### src/hdl/vpd_pkg.sv
// Shared types, constants and a helper function for the valve PID drive.
package vpd_pkg;

	localparam int VALVE_W   = 12;
	localparam int INTEG_W   = 24;
	localparam int MUL_W     = 14;
	localparam int PROD_W    = 2 * MUL_W;
	localparam int QUOT_W    = 11;
	localparam int DEN_W     = 11;

	localparam logic [VALVE_W-1:0] VALVE_MID  = 12'd2048;
	localparam logic [VALVE_W-1:0] LO_STD     = 12'd450;
	localparam logic [VALVE_W-1:0] HI_STD     = 12'd3645;
	localparam logic [VALVE_W-1:0] LO_NARROW  = 12'd1064;
	localparam logic [VALVE_W-1:0] HI_NARROW  = 12'd3031;
	localparam logic [7:0]         PARK_ANGLE = 8'd180;
	localparam int                 PID_LIMIT  = 2048;

	localparam logic [1:0] DIR_RAISE = 2'd0;
	localparam logic [1:0] DIR_LOWER = 2'd1;
	localparam logic [1:0] DIR_HOLD  = 2'd2;
	localparam logic [1:0] DIR_NONE  = 2'd3;
	localparam logic [1:0] KIND_NARROW = 2'd2;

	typedef enum logic [2:0] {
		REG_KP        = 3'd0,
		REG_KI        = 3'd1,
		REG_END_ANGLE = 3'd2,
		REG_RET_DB    = 3'd3,
		REG_EXT_DB    = 3'd4,
		REG_KIND      = 3'd5
	} vpd_reg_t;

	typedef enum logic [3:0] {
		ST_IDLE,
		ST_MUL_P,
		ST_MUL_D,
		ST_MUL_I,
		ST_SUM,
		ST_MUL_MAP,
		ST_CODE,
		ST_MUL_EXT,
		ST_DIV_EXT,
		ST_WAIT_EXT,
		ST_MUL_RET,
		ST_DIV_RET,
		ST_WAIT_RET,
		ST_DONE
	} vpd_state_t;

	typedef struct packed {
		logic                    start;
		logic signed [PROD_W-1:0] num;
		logic [DEN_W-1:0]        den;
	} vpd_div_req_t;

	// Signed divide by 2048 with truncation toward zero.
	function automatic logic signed [16:0] sdiv2048(input logic signed [PROD_W-1:0] n);
		logic [PROD_W-1:0] mag;
		logic [16:0]       q;
		mag = n[PROD_W-1] ? PROD_W'(-n) : PROD_W'(n);
		q   = mag[27:11];
		return n[PROD_W-1] ? $signed(-q) : $signed(q);
	endfunction

endpackage

### src/hdl/valve_pid_drive_top.sv
// Top level of the valve PID drive: sequencer, state and stream ports.
// An engaged item with a full angle update runs the PID steps, the code step and two
// multiply-divide angle passes; a small cut ends after the code step, a disengaged item
// goes straight to done, and the next request waits for idle. One shared multiplier and a
// divider serve every step; one item at a time, and a result not taken holds the sequencer.
// Reset parks both held angles at 180, clears the errors and the integral, loads gain defaults.
module valve_pid_drive_top (
	input  logic        clk,
	input  logic        arst_n,
	input  logic        s_tvalid,
	output logic        s_tready,
	// cut_direction[1:0], cut_amount[9:2], auto_request[10], button_pressed[11],
	// link_ok[12], derivative_gain[20:13], take_snapshot[21], zero fill
	input  logic [23:0] s_tdata,
	output logic        m_tvalid,
	input  logic        m_tready,
	// valve_code[11:0], extend_angle[19:12], retract_angle[27:20],
	// control_active[28], zero fill
	output logic [31:0] m_tdata,
	input  logic        cfg_we,
	input  logic [2:0]  cfg_index,
	input  logic [11:0] cfg_data
);

	localparam int VW = vpd_pkg::VALVE_W;
	localparam int MW = vpd_pkg::MUL_W;
	localparam int PW = vpd_pkg::PROD_W;
	localparam int IW = vpd_pkg::INTEG_W;

	vpd_pkg::vpd_state_t state_q, state_d;

	logic [7:0]    kp_q;
	logic [4:0]    ki_q;
	logic [7:0]    end_q;
	logic [VW-1:0] rdb_q;
	logic [VW-1:0] edb_q;
	logic [1:0]    kind_q;

	logic signed [8:0]    cur_err_q;
	logic signed [8:0]    prev_err_q;
	logic signed [IW-1:0] integ_q;
	logic [7:0]           held_ext_q;
	logic [7:0]           held_ret_q;

	logic [1:0]  dir_q;
	logic [7:0]  amt_q;
	logic [7:0]  kd_q;
	logic        snap_q;
	logic        act_q;

	logic signed [18:0]   p_q;
	logic signed [18:0]   d_q;
	logic signed [12:0]   total_q;
	logic [VW-1:0]        code_q;
	logic [7:0]           ext_q;
	logic [7:0]           ret_q;

	logic          m_valid_q;
	logic [VW-1:0] out_code_q;
	logic [7:0]    out_ext_q;
	logic [7:0]    out_ret_q;
	logic          out_act_q;

	logic signed [MW-1:0] mul_a;
	logic signed [MW-1:0] mul_b;
	logic signed [PW-1:0] prod;
	vpd_pkg::vpd_div_req_t div_req;
	logic                 div_done;
	logic signed [vpd_pkg::QUOT_W:0] quot;

	logic                 accept;
	logic                 engaged_in;
	logic                 out_free;
	logic signed [8:0]    e;
	logic [VW-1:0]        lo;
	logic [VW-1:0]        hi;
	logic signed [5:0]    db;
	logic                 in_band;
	logic signed [IW:0]   integ_raw;
	logic signed [IW-1:0] integ_new;
	logic signed [25:0]   sum_raw;
	logic signed [12:0]   total_c;
	logic signed [16:0]   half;
	logic signed [15:0]   code_raw;
	logic [VW-1:0]        code_c;
	logic                 small_cut;
	logic signed [12:0]   ext_raw;
	logic signed [12:0]   ret_raw;
	logic [7:0]           ext_c;
	logic [7:0]           ret_c;

	assign accept     = s_tvalid && s_tready;
	assign engaged_in = s_tdata[10] && s_tdata[11] && s_tdata[12]
	                    && (s_tdata[1:0] != vpd_pkg::DIR_NONE);
	assign out_free   = !m_valid_q || m_tready;
	assign e          = (dir_q == vpd_pkg::DIR_RAISE) ? $signed({1'b0, amt_q})
	                                                  : -$signed({1'b0, amt_q});
	assign lo         = (kind_q == vpd_pkg::KIND_NARROW) ? vpd_pkg::LO_NARROW : vpd_pkg::LO_STD;
	assign hi         = (kind_q == vpd_pkg::KIND_NARROW) ? vpd_pkg::HI_NARROW : vpd_pkg::HI_STD;
	assign db         = $signed({1'b0, ki_q});
	assign in_band    = (10'(e) > -10'(db)) && (10'(e) < 10'(db));
	assign small_cut  = amt_q < 8'(ki_q);

	always_comb begin
		integ_raw = (IW+1)'(integ_q) + (IW+1)'(prod);
		if (!in_band) begin
			integ_new = '0;
		end else if (integ_raw > $signed((IW+1)'({1'b0, {(IW-1){1'b1}}}))) begin
			integ_new = {1'b0, {(IW-1){1'b1}}};
		end else if (integ_raw < -$signed((IW+1)'({1'b1, {(IW-1){1'b0}}}) >>> 0)
		             && integ_raw < $signed({2'b11, {(IW-1){1'b0}}})) begin
			integ_new = {1'b1, {(IW-1){1'b0}}};
		end else begin
			integ_new = IW'(integ_raw);
		end
		sum_raw = 26'(p_q) + 26'(d_q) + 26'(integ_new);
		if (sum_raw > 26'sd2048) begin
			total_c = 13'(vpd_pkg::PID_LIMIT);
		end else if (sum_raw < -26'sd2048) begin
			total_c = -13'(vpd_pkg::PID_LIMIT);
		end else begin
			total_c = 13'(sum_raw);
		end
	end

	always_comb begin
		half = vpd_pkg::sdiv2048(prod);
		if (dir_q == vpd_pkg::DIR_LOWER) begin
			code_raw = $signed(16'({4'b0, rdb_q})) - 16'(half);
		end else if (dir_q == vpd_pkg::DIR_RAISE) begin
			code_raw = $signed(16'({4'b0, edb_q})) + 16'(half);
		end else begin
			code_raw = $signed(16'({4'b0, vpd_pkg::VALVE_MID}));
		end
		if (code_raw < $signed(16'({4'b0, lo}))) begin
			code_c = lo;
		end else if (code_raw > $signed(16'({4'b0, hi}))) begin
			code_c = hi;
		end else begin
			code_c = VW'(code_raw);
		end
	end

	always_comb begin
		ext_raw = 13'(quot) + 13'sd180;
		ret_raw = 13'(quot) + $signed(13'({5'b0, end_q}));
		if (ext_raw < 13'sd0) begin
			ext_c = '0;
		end else if (ext_raw > 13'sd180) begin
			ext_c = vpd_pkg::PARK_ANGLE;
		end else begin
			ext_c = 8'(ext_raw);
		end
		if (ret_raw < 13'sd0) begin
			ret_c = '0;
		end else if (ret_raw > 13'sd180) begin
			ret_c = vpd_pkg::PARK_ANGLE;
		end else begin
			ret_c = 8'(ret_raw);
		end
	end

	always_comb begin
		state_d = state_q;
		case (state_q)
			vpd_pkg::ST_IDLE: begin
				if (accept) begin
					state_d = engaged_in ? vpd_pkg::ST_MUL_P : vpd_pkg::ST_DONE;
				end
			end
			vpd_pkg::ST_MUL_P:    state_d = vpd_pkg::ST_MUL_D;
			vpd_pkg::ST_MUL_D:    state_d = vpd_pkg::ST_MUL_I;
			vpd_pkg::ST_MUL_I:    state_d = vpd_pkg::ST_SUM;
			vpd_pkg::ST_SUM:      state_d = vpd_pkg::ST_MUL_MAP;
			vpd_pkg::ST_MUL_MAP:  state_d = vpd_pkg::ST_CODE;
			vpd_pkg::ST_CODE: begin
				state_d = small_cut ? vpd_pkg::ST_DONE : vpd_pkg::ST_MUL_EXT;
			end
			vpd_pkg::ST_MUL_EXT:  state_d = vpd_pkg::ST_DIV_EXT;
			vpd_pkg::ST_DIV_EXT:  state_d = vpd_pkg::ST_WAIT_EXT;
			vpd_pkg::ST_WAIT_EXT: begin
				if (div_done) begin
					state_d = vpd_pkg::ST_MUL_RET;
				end
			end
			vpd_pkg::ST_MUL_RET:  state_d = vpd_pkg::ST_DIV_RET;
			vpd_pkg::ST_DIV_RET:  state_d = vpd_pkg::ST_WAIT_RET;
			vpd_pkg::ST_WAIT_RET: begin
				if (div_done) begin
					state_d = vpd_pkg::ST_DONE;
				end
			end
			vpd_pkg::ST_DONE: begin
				if (out_free) begin
					state_d = vpd_pkg::ST_IDLE;
				end
			end
			default: state_d = vpd_pkg::ST_IDLE;
		endcase
	end

	always_comb begin
		mul_a       = '0;
		mul_b       = '0;
		div_req     = '0;
		div_req.num = prod;
		div_req.den = vpd_pkg::DEN_W'(hi - vpd_pkg::VALVE_MID);
		case (state_q)
			vpd_pkg::ST_MUL_P: begin
				mul_a = MW'(e);
				mul_b = MW'($signed({1'b0, kp_q}));
			end
			vpd_pkg::ST_MUL_D: begin
				mul_a = MW'($signed({1'b0, kd_q}));
				mul_b = MW'(10'(e) - 10'(prev_err_q));
			end
			vpd_pkg::ST_MUL_I: begin
				mul_a = MW'(db);
				mul_b = MW'(e);
			end
			vpd_pkg::ST_MUL_MAP: begin
				mul_a = MW'(total_q);
				mul_b = (dir_q == vpd_pkg::DIR_LOWER)
				        ? MW'($signed({1'b0, lo}) - $signed({1'b0, rdb_q}))
				        : MW'($signed({1'b0, hi}) - $signed({1'b0, edb_q}));
			end
			vpd_pkg::ST_MUL_EXT: begin
				mul_a = MW'($signed({1'b0, code_q}) - $signed({1'b0, vpd_pkg::VALVE_MID}));
				mul_b = MW'($signed({2'b0, end_q}) - $signed({2'b0, vpd_pkg::PARK_ANGLE}));
			end
			vpd_pkg::ST_DIV_EXT: begin
				div_req.start = 1'b1;
			end
			vpd_pkg::ST_MUL_RET: begin
				mul_a = MW'($signed({1'b0, code_q}) - $signed({1'b0, lo}));
				mul_b = MW'($signed({2'b0, vpd_pkg::PARK_ANGLE}) - $signed({2'b0, end_q}));
			end
			vpd_pkg::ST_DIV_RET: begin
				div_req.start = 1'b1;
				div_req.den   = vpd_pkg::DEN_W'(vpd_pkg::VALVE_MID - lo);
			end
			default: begin
			end
		endcase
	end

	always_ff @(posedge clk or negedge arst_n) begin
		if (!arst_n) begin
			state_q    <= vpd_pkg::ST_IDLE;
			kp_q       <= 8'd45;
			ki_q       <= 5'd0;
			end_q      <= 8'd160;
			rdb_q      <= 12'd1845;
			edb_q      <= 12'd2250;
			kind_q     <= 2'd0;
			cur_err_q  <= '0;
			prev_err_q <= '0;
			integ_q    <= '0;
			held_ext_q <= vpd_pkg::PARK_ANGLE;
			held_ret_q <= vpd_pkg::PARK_ANGLE;
			m_valid_q  <= 1'b0;
		end else begin
			state_q <= state_d;
			if (cfg_we) begin
				case (cfg_index)
					vpd_pkg::REG_KP:        kp_q   <= cfg_data[7:0];
					vpd_pkg::REG_KI:        ki_q   <= cfg_data[4:0];
					vpd_pkg::REG_END_ANGLE: end_q  <= cfg_data[7:0];
					vpd_pkg::REG_RET_DB:    rdb_q  <= cfg_data;
					vpd_pkg::REG_EXT_DB:    edb_q  <= cfg_data;
					vpd_pkg::REG_KIND:      kind_q <= cfg_data[1:0];
					default: begin
					end
				endcase
			end
			if (accept && !engaged_in) begin
				held_ext_q <= vpd_pkg::PARK_ANGLE;
				held_ret_q <= vpd_pkg::PARK_ANGLE;
			end
			if (state_q == vpd_pkg::ST_SUM) begin
				integ_q   <= integ_new;
				cur_err_q <= e;
			end
			if (state_q == vpd_pkg::ST_WAIT_RET && div_done) begin
				held_ext_q <= ext_q;
				held_ret_q <= ret_c;
			end
			if (state_q == vpd_pkg::ST_DONE && out_free) begin
				m_valid_q <= 1'b1;
				if (snap_q) begin
					prev_err_q <= cur_err_q;
				end
			end else if (m_tready) begin
				m_valid_q <= 1'b0;
			end
		end
	end

	always_ff @(posedge clk) begin
		if (accept) begin
			dir_q  <= s_tdata[1:0];
			amt_q  <= s_tdata[9:2];
			kd_q   <= s_tdata[20:13];
			snap_q <= s_tdata[21];
			act_q  <= engaged_in;
			code_q <= vpd_pkg::VALVE_MID;
			ext_q  <= vpd_pkg::PARK_ANGLE;
			ret_q  <= vpd_pkg::PARK_ANGLE;
		end
		case (state_q)
			vpd_pkg::ST_MUL_D: p_q <= 19'(prod);
			vpd_pkg::ST_MUL_I: d_q <= 19'(prod);
			vpd_pkg::ST_SUM:   total_q <= total_c;
			vpd_pkg::ST_CODE: begin
				if (small_cut) begin
					code_q <= vpd_pkg::VALVE_MID;
					ext_q  <= held_ext_q;
					ret_q  <= held_ret_q;
				end else begin
					code_q <= code_c;
				end
			end
			vpd_pkg::ST_WAIT_EXT: begin
				if (div_done) begin
					ext_q <= ext_c;
				end
			end
			vpd_pkg::ST_WAIT_RET: begin
				if (div_done) begin
					ret_q <= ret_c;
				end
			end
			vpd_pkg::ST_DONE: begin
				if (out_free) begin
					out_code_q <= code_q;
					out_ext_q  <= ext_q;
					out_ret_q  <= ret_q;
					out_act_q  <= act_q;
				end
			end
			default: begin
			end
		endcase
	end

	vpd_mul u_mul (
		.clk  (clk),
		.a    (mul_a),
		.b    (mul_b),
		.prod (prod)
	);

	vpd_div u_div (
		.clk    (clk),
		.arst_n (arst_n),
		.req    (div_req),
		.done   (div_done),
		.quot   (quot)
	);

	assign s_tready = (state_q == vpd_pkg::ST_IDLE);
	assign m_tvalid = m_valid_q;
	assign m_tdata  = {3'b0, out_act_q, out_ret_q, out_ext_q, out_code_q};

	a_busy_after_accept: assert property (@(posedge clk) disable iff (!arst_n)
		accept |=> state_q != vpd_pkg::ST_IDLE)
		else $error("sequencer stayed idle after a request");
	a_park_when_off: assert property (@(posedge clk) disable iff (!arst_n)
		m_valid_q && !out_act_q |-> out_code_q == vpd_pkg::VALVE_MID
		&& out_ext_q == vpd_pkg::PARK_ANGLE && out_ret_q == vpd_pkg::PARK_ANGLE)
		else $error("disengaged result not parked");
	a_code_in_limits: assert property (@(posedge clk) disable iff (!arst_n)
		m_valid_q && out_act_q |-> out_code_q >= vpd_pkg::LO_STD
		&& out_code_q <= vpd_pkg::HI_STD)
		else $error("valve code outside limits");
	a_angles_range: assert property (@(posedge clk) disable iff (!arst_n)
		m_valid_q |-> out_ext_q <= vpd_pkg::PARK_ANGLE && out_ret_q <= vpd_pkg::PARK_ANGLE)
		else $error("servo angle out of range");

endmodule

### src/hdl/vpd_mul.sv
// Shared signed multiplier with a registered product.
module vpd_mul (
	input  logic                              clk,
	input  logic signed [vpd_pkg::MUL_W-1:0]  a,
	input  logic signed [vpd_pkg::MUL_W-1:0]  b,
	output logic signed [vpd_pkg::PROD_W-1:0] prod
);

	logic signed [vpd_pkg::PROD_W-1:0] prod_q;

	always_ff @(posedge clk) begin
		prod_q <= a * b;
	end

	assign prod = prod_q;

endmodule

### src/hdl/vpd_div.sv
// Iterative restoring divider, one quotient bit per cycle, truncating toward zero.
module vpd_div (
	input  logic                               clk,
	input  logic                               arst_n,
	input  vpd_pkg::vpd_div_req_t              req,
	output logic                               done,
	output logic signed [vpd_pkg::QUOT_W:0]    quot
);

	localparam int SH_W = vpd_pkg::DEN_W + vpd_pkg::QUOT_W - 1;

	logic                              busy_q;
	logic                              done_q;
	logic [3:0]                        cnt_q;
	logic                              neg_q;
	logic [vpd_pkg::PROD_W-1:0]        rem_q;
	logic [SH_W-1:0]                   den_q;
	logic [vpd_pkg::QUOT_W-1:0]        quot_q;
	logic                              fits;

	assign fits = rem_q >= vpd_pkg::PROD_W'(den_q);

	always_ff @(posedge clk or negedge arst_n) begin
		if (!arst_n) begin
			busy_q <= 1'b0;
			done_q <= 1'b0;
			cnt_q  <= '0;
		end else begin
			done_q <= 1'b0;
			if (req.start) begin
				busy_q <= 1'b1;
				cnt_q  <= 4'(vpd_pkg::QUOT_W - 1);
			end else if (busy_q) begin
				cnt_q <= cnt_q - 4'd1;
				if (cnt_q == 4'd0) begin
					busy_q <= 1'b0;
					done_q <= 1'b1;
				end
			end
		end
	end

	always_ff @(posedge clk) begin
		if (req.start) begin
			neg_q  <= req.num[vpd_pkg::PROD_W-1];
			rem_q  <= req.num[vpd_pkg::PROD_W-1] ? vpd_pkg::PROD_W'(-req.num)
			                                     : vpd_pkg::PROD_W'(req.num);
			den_q  <= SH_W'(req.den) << (vpd_pkg::QUOT_W - 1);
			quot_q <= '0;
		end else if (busy_q) begin
			if (fits) begin
				rem_q <= rem_q - vpd_pkg::PROD_W'(den_q);
			end
			quot_q <= {quot_q[vpd_pkg::QUOT_W-2:0], fits};
			den_q  <= den_q >> 1;
		end
	end

	assign done = done_q;
	assign quot = neg_q ? -$signed({1'b0, quot_q}) : $signed({1'b0, quot_q});

	a_done_after_busy: assert property (@(posedge clk) disable iff (!arst_n)
		done |-> $past(busy_q))
		else $error("divider finished without running");
	a_no_start_busy: assert property (@(posedge clk) disable iff (!arst_n)
		busy_q |-> !done)
		else $error("divider busy and done together");
	a_cnt_bound: assert property (@(posedge clk) disable iff (!arst_n)
		busy_q |-> cnt_q < 4'(vpd_pkg::QUOT_W))
		else $error("divider counter out of range");

endmodule

### config.mk
export PLATFORM = sky130hd
export DESIGN_NAME = valve_pid_drive_top
export DESIGN_NICKNAME = d
export VERILOG_FILES = /design/src/hdl/vpd_pkg.sv /design/src/hdl/valve_pid_drive_top.sv /design/src/hdl/vpd_mul.sv /design/src/hdl/vpd_div.sv
export SDC_FILE = /design/constraint.sdc
export NUM_CORES = 2
export LEC_CHECK = 0
export ABC_AREA = 1
export BUFFER_PORTS_ARGS = -buffer_cell sky130_fd_sc_hd__buf_2
export CORE_MARGIN = 10
export CORE_UTILIZATION = 45
export CTS_CLUSTER_SIZE = 8
export DETAILED_ROUTE_END_ITERATION = 8
export PLACE_DENSITY = 0.62
export SLEW_MARGIN = 40
export SYNTH_ARGS = -nofsm -noshare
export SYNTH_HDL_FRONTEND = slang
export SYNTH_SLANG_ARGS = --single-unit
export TNS_END_PERCENT = 5
### constraint.sdc
create_clock -name clk -period 11.1 [get_ports clk]
set_input_delay 0 -clock clk [delete_from_list [all_inputs] [get_ports clk]]
set_output_delay 0 -clock clk [all_outputs]
set_load 0.01 [all_outputs]
After elaboration in Yosys (flattened, before gate mapping)
Index checks and enable logic that the tools add are counted.

Muxes and demuxes: 59. Equality and inequality tests: 25. Reduce and logical (&&, ||, !) cells: 32. Add/sub/neg operators: 23. Order comparisons: 14. $mul: 1.

Operators with widths (number): one-hot mux 14 bit (6 select lines) (2); two-way mux 28 bit (4); two-way mux 8 bit (13); two-way mux 12 bit (6); two-way mux 24 bit (3); one-hot mux 4 bit (14 select lines) (1); two-way mux 16 bit (3); two-way mux 21 bit (2); two-way mux 11 bit (3); two-way mux 4 bit (8); one-hot mux 8 bit (2 select lines) (2); >= comparator 28 x 21 -> 1 bit (1); multiplier 14 x 14 -> 28 bit (1); negator 28 bit (1); subtractor 28 x 21 -> 28 bit (1); greater-than comparator 13 x 9 -> 1 bit, second input constant (2); less-than comparator 13 x 1 -> 1 bit, second input constant (2); adder 20 x 24 -> 25 bit (1); adder 24 x 25 -> 25 bit (1); greater-than comparator 25 x 13 -> 1 bit, second input constant (1); greater-than comparator 25 x 24 -> 1 bit, second input constant (1); less-than comparator 25 x 12 -> 1 bit, second input constant (1); less-than comparator 25 x 24 -> 1 bit, second input constant (1); equality test 4 bit, second input constant (6); other kinds (48) (87).

Register bits after elaboration: 333. Word-level logic and storage cells: 192.

Depth between registers and ports, before layout
Word-level depth: 12. Mapped depth: 50. Mapped depth without buffers: 50.

Modules after synthesis
From an unflattened synthesis, not the netlist that was laid out.

Cells, all modules: 4339. Area total of the unflattened synthesis: 32463.6 um2.

By module, submodules not included: valve_pid_drive_top (instances 1, cells an instance 2414, area each 18361.4 um2, seq. area each 6468.7 um2); vpd_mul (instances 1, cells an instance 1102, area each 8635.8 um2, seq. area each 560.5 um2); vpd_div (instances 1, cells an instance 823, area each 5466.5 um2, seq. area each 1771.7 um2).

Least setup slack after synthesis
Ideal clock, no wire load.

Kind: flip-flop to flip-flop. From: reg kind_q[0]. To: reg u_mul.prod_q, in the netlist u_mul.prod[26]. Cell stages (with the launch flop): 47. Clock period less this slack: 8.955 ns. Data arrival time: 8.830 ns. Slack: 2.145 ns. Path through: dfrtp_1 -> nor2_1 -> inv_1 -> fa_1 -> inv_1 -> nor2_1 -> nand2_1 -> nand2_1 -> inv_1 -> nor2_1 -> inv_1 -> o21ai_0 -> a21oi_1 -> o21bai_1 -> nand2_1 -> a21oi_1 -> nand2_1 -> inv_1 -> [11 not listed] -> inv_1 -> fa_1 -> inv_1 -> ha_1 -> nand2_1 -> o21ai_0 -> nand3_1 -> nand2_1 -> nand3_1 -> nand2_1 -> nand3_1 -> nand2_1 -> nand3_1 -> nand2_1 -> nand3_1 -> nand2_1 -> a31oi_1 -> xor2_1.

Longest elaborated chain between the ends: 6.

RTL lines: start: declaration (line valve_pid_drive_top.sv:37) `logic [1:0] kind_q;`; start signal: assignment (line valve_pid_drive_top.sv:271) `vpd_pkg::REG_KIND: kind_q <= cfg_data[1:0];`; equality test 2 bit (*) (line valve_pid_drive_top.sv:98, valve_pid_drive_top.sv:99); two-way mux 11 bit (on tied branches) (line valve_pid_drive_top.sv:99, valve_pid_drive_top.sv:98); subtractor 12 x 12 -> 13 bit / subtractor 11 x 12 -> 13 bit (equally long branches) (line valve_pid_drive_top.sv:225, valve_pid_drive_top.sv:224); two-way mux 14 bit (line valve_pid_drive_top.sv:224) `? MW'($signed({1'b0, lo}) - $signed({1'b0, rdb_q}))`; one-hot mux 14 bit (6 select lines) (line valve_pid_drive_top.sv:208) `case (state_q)`; multiplier 14 x 14 -> 28 bit (*) (line vpd_mul.sv:12) `prod_q <= a * b;`; end signal: assignment (line vpd_mul.sv:12); end: declaration (line vpd_mul.sv:9) `logic signed [vpd_pkg::PROD_W-1:0] prod_q;`.

Mark *: on every way between the ends. The rest lies on a longest branch, timed or not. A chain may end at the register's enable or synchronous reset.

Final worst setup path
From: reg amt_q[0]. To: reg u_mul.prod_q, in the netlist u_mul.prod[26].

Longest elaborated chain between the ends: 5.

RTL lines: start: declaration (line valve_pid_drive_top.sv:46) `logic [7:0] amt_q;`; start signal: assignment (line valve_pid_drive_top.sv:302) `amt_q <= s_tdata[9:2];`; negator 8 -> 9 bit (*) (line valve_pid_drive_top.sv:97) `: -$signed({1'b0, amt_q});`; two-way mux 9 bit (*) (line valve_pid_drive_top.sv:96) `assign e = (dir_q == vpd_pkg::DIR_RAISE) ? $signed({1'b0, amt_q})`; net e[2] (line valve_pid_drive_top.sv:74) `logic signed [8:0] e;`; subtractor 9 x 9 -> 10 bit (line valve_pid_drive_top.sv:215) `mul_b = MW'(10'(e) - 10'(prev_err_q));`; one-hot mux 14 bit (6 select lines) (line valve_pid_drive_top.sv:208); multiplier 14 x 14 -> 28 bit (*) (line vpd_mul.sv:12).

The timed path passes the listed nets; every way through them passes the cells marked *.

==> qor.csv <==
stage;metric;value;unit
setup_path;type of the worst setup path;register to register;
synth;Post-synth top cells;779 x sky130_fd_sc_hd__nand2_1, 696 x sky130_fd_sc_hd__inv_1, 359 x sky130_fd_sc_hd__nor2_1, 265 x sky130_fd_sc_hd__o21ai_0, 248 x sky130_fd_sc_hd__ha_1;
clock_tree;level count of the clock H-tree;2;
sta;transition at the pin with the smallest max-transition slack;821;ps
drt;post-detailed-route count of antenna-violating nets;0;
synth;yosys warns;0;
die;Chip Height;279;microns
drt;routed vias;25221;
sta;post-route fraction of the period consumed by the critical path;0.875;
finish;P&R area growth vs syn;11.3;%
setup_path;Max Fanout on Critical Path;18;
global_routing;remaining global-route overflow;0;
sta;Final min period;9720;ps
clock_tree;source-to-sink clock delay at the later pin of the worst-skew pair;610;ps
synth;register area share after synthesis;0.292;
placed_design;post-DP HPWL;66700;microns
global_routing;largest net degree at the start of global routing;67;
synth;number of synthesized flops with an enable pin;152;
synth;leading cell type by number of instances after synthesis;sky130_fd_sc_hd__nand2_1;
worst_hold_path;class of the most critical hold timing path;input port to register;
synth;largest area contributor in the synthesized netlist;sky130_fd_sc_hd__edfxtp_1;
finish;fraction of final layout cells sized beyond drive strength 1;0.0670;
die;initial cell density of the core;0.456;
die;area of the core;66100;sq um
sta;final number of setup-violating endpoints;0;
setup_path;most frequent CP cell;sky130_fd_sc_hd__nand2_1;
drt;TritonRoute pass-1 iters;6;
drt;drt drc;0;
setup_path;critical path launch point type;register;
status;status;finished, final reports clean;
synth;average footprint of a synthesized cell;7.93;sq um
placed_design;Port-buffer cells;72;
job;max-cap violations;0;
synth;post-synthesis sequential element count;333;
clock_tree;TritonCTS clock tree;done;
finish;net total in the final layout;4442;
synth;cell area after synthesis;30100;sq um
die;Die Outline Area;77700;sq um
drt;violation count after the first detailed-route iteration;2011;
die;standard-cell rows;94;
die;DIE WIDTH;279;microns
global_routing;All-Layer GR Usage;0.218;
synth;Synth cell types;68;
global_routing;global-route wire length before repair;135000;microns
setup_path;peak per-stage delay on the critical path;710;ps
setup_path;Critical Path RT;11570;ps
setup_path;critical path arrival;10180;ps
placed_design;routability congestion estimate from global placement;0.929;
die;I/O pins;78;
clock_tree;buffer depth of the longest clock path;3;
sta;largest clock skew in the final design;47.9;ps
clock_tree;buffer type at the clock tree root;sky130_fd_sc_hd__clkbuf_16;
synth;Async SR Flop Fraction;0.348;
sta;Slew headroom;0.447;
clock_tree;setup bufs post-CTS;0;
finish;number of filler cells placed in the layout;6460;
clock_tree;clock buffers created by TritonCTS;48;
drt;WL final;85200;microns
synth;main area contributors after synthesis;sky130_fd_sc_hd__edfxtp_1 15%, sky130_fd_sc_hd__fa_1 15%, sky130_fd_sc_hd__ha_1 10%;
sta;Final Hold Vio Count;0;
synth;Post-synth top flop;sky130_fd_sc_hd__edfxtp_1;
sta;total negative setup slack;0;ps
global_routing;via count of the first global-routing pass;24062;
sta;upper clock frequency limit;103;MHz
synth;area fraction of the dominant cell type after synthesis;0.151;
drt;Wirelength per Cell;17.6;microns
global_routing;number of antenna violations at the first check in global routing;2;
drt;mean number of vias per cell;5.22;
sta;setup repair after global routing missed its margin;no;
sta;fin. max-slew vios;0;
clock_tree;clock-pin slew reported for the worst setup and hold paths after clock tree synthesis;60;ps
setup_path;worst-path cell with the longest stage delay;sky130_fd_sc_hd__fa_1;
synth;Post-Synthesis Cells;3800;
clock_tree;total number of clock tree sinks;333;
setup_path;CP Capture Type;register;
[critical path: cells and delay by family (launching register included)]
family | cells | cell delay, ps
adders and majority gates | 9 | 4160
and+or+nand+nor | 20 | 2040
AOI/OAI and AO/OA | 7 | 1270
buffers and inverters | 8 | 1130
xor gates and xnor gates | 2 | 510
DFF | 1 | 460
[state kept, by name, summed over array words and instances, names as in the netlist, 9 cells and up]
signal and cells:
code_q 12, cur_err_q 9, d_q 19, edb_q 12
integ_q 24, out_code_q 12, p_q 19, prev_err_q 9
rdb_q 12, total_q 13, u_div.den_q 21, u_div.quot_q 11
u_div.rem_q 28, u_mul.prod 28
[cells in the final DEF (no fill, tap or decap), drive strengths merged, types with 28 or more instances in the layout]
cell type | netlist | routed
a21oi | 229 | 229
buf | 12 | 111
clkbuf | 62 | 85
dfrtp | 90 | 90
dfxtp | 65 | 65
dlygate4sd3 | 0 | 41
edfxtp | 152 | 152
fa | 220 | 220
ha | 248 | 248
inv | 705 | 706
nand2 | 793 | 793
nand3 | 138 | 138
nand4 | 28 | 28
nor2 | 371 | 371
nor3 | 31 | 31
o21ai | 272 | 272
xnor2 | 40 | 40
xor2 | 110 | 110
[metrics by stage]
stage	hold slack [ps]	instance area, sq um	instances	worst slack (ps)	utilization
after global routing	94.3	33500	4834	551	0.507
after global placement	47.2	31600	4701	1560	0.478
after CTS	8.21	33500	4833	1430	0.507
after detailed placement	47.7	31700	4702	1460	0.479
final	48.4	33500	4834	1380	0.507
after floorplan	-296	30100	3802	2150	-
[final timing paths]
| path | cells after the start | startpoint | to | slack (ps) |
|---|---|---|---|---|
| min in group asynchronous | 3 | arst_n | integ_q[13] | 480 |
| hold / removal | 5 | cfg_we | ki_q[1] | 50 |
| max in group asynchronous | 4 | arst_n | edb_q[10] | 9630 |
| setup / recovery | 46 | amt_q[0] | u_mul.prod[26] | 1380 |
| hold reg to reg | 0 | ret_q[4] | out_ret_q[4] | 420 |
| setup reg to reg | 46 | amt_q[0] | u_mul.prod[26] | 1380 |
[what timing repair did]
action	4_1_cts	5_1_grt
endpoints found under the setup margin	0	0
hold endpoints to repair	122	0
hold buffers	42	0
resized for setup	0	0
[layer usage]
metal | wire (microns) | global-route usage
met4 | 2270 | 0.0616
met3 | 6440 | 0.0411
met5 | 11 | 0
met2 | 38100 | 0.348
met1 | 38300 | 0.299
[cell families after synthesis]
group	synth area share
buffers and inverters	0.0992
AO/OA/AOI/OAI	0.121
AND/OR/NAND/NOR	0.194
flip-flops	0.292
adder cells (fa/ha/maj)	0.249
XOR/XNOR	0.0438
other	0.000124
multiplexers	0.000332
[area by class of cell]
class,instances,area (sq um),share of cell area
Clock inverter,4,71.3,0.00213
Inverter,715,2680,0.0800
Clock buffer,85,1360,0.0406
Tap cell,864,1080,0.0322
Timing Repair Buffer,152,1090,0.0326
Antenna cell,1,2.50,0.0000746
Sequential cell,333,8800,0.262
Multi-Input combinational cell,2680,18400,0.550
Power is not shown: default switching activity piles up to over one toggle a cycle in this logic, so the estimate is an artifact.
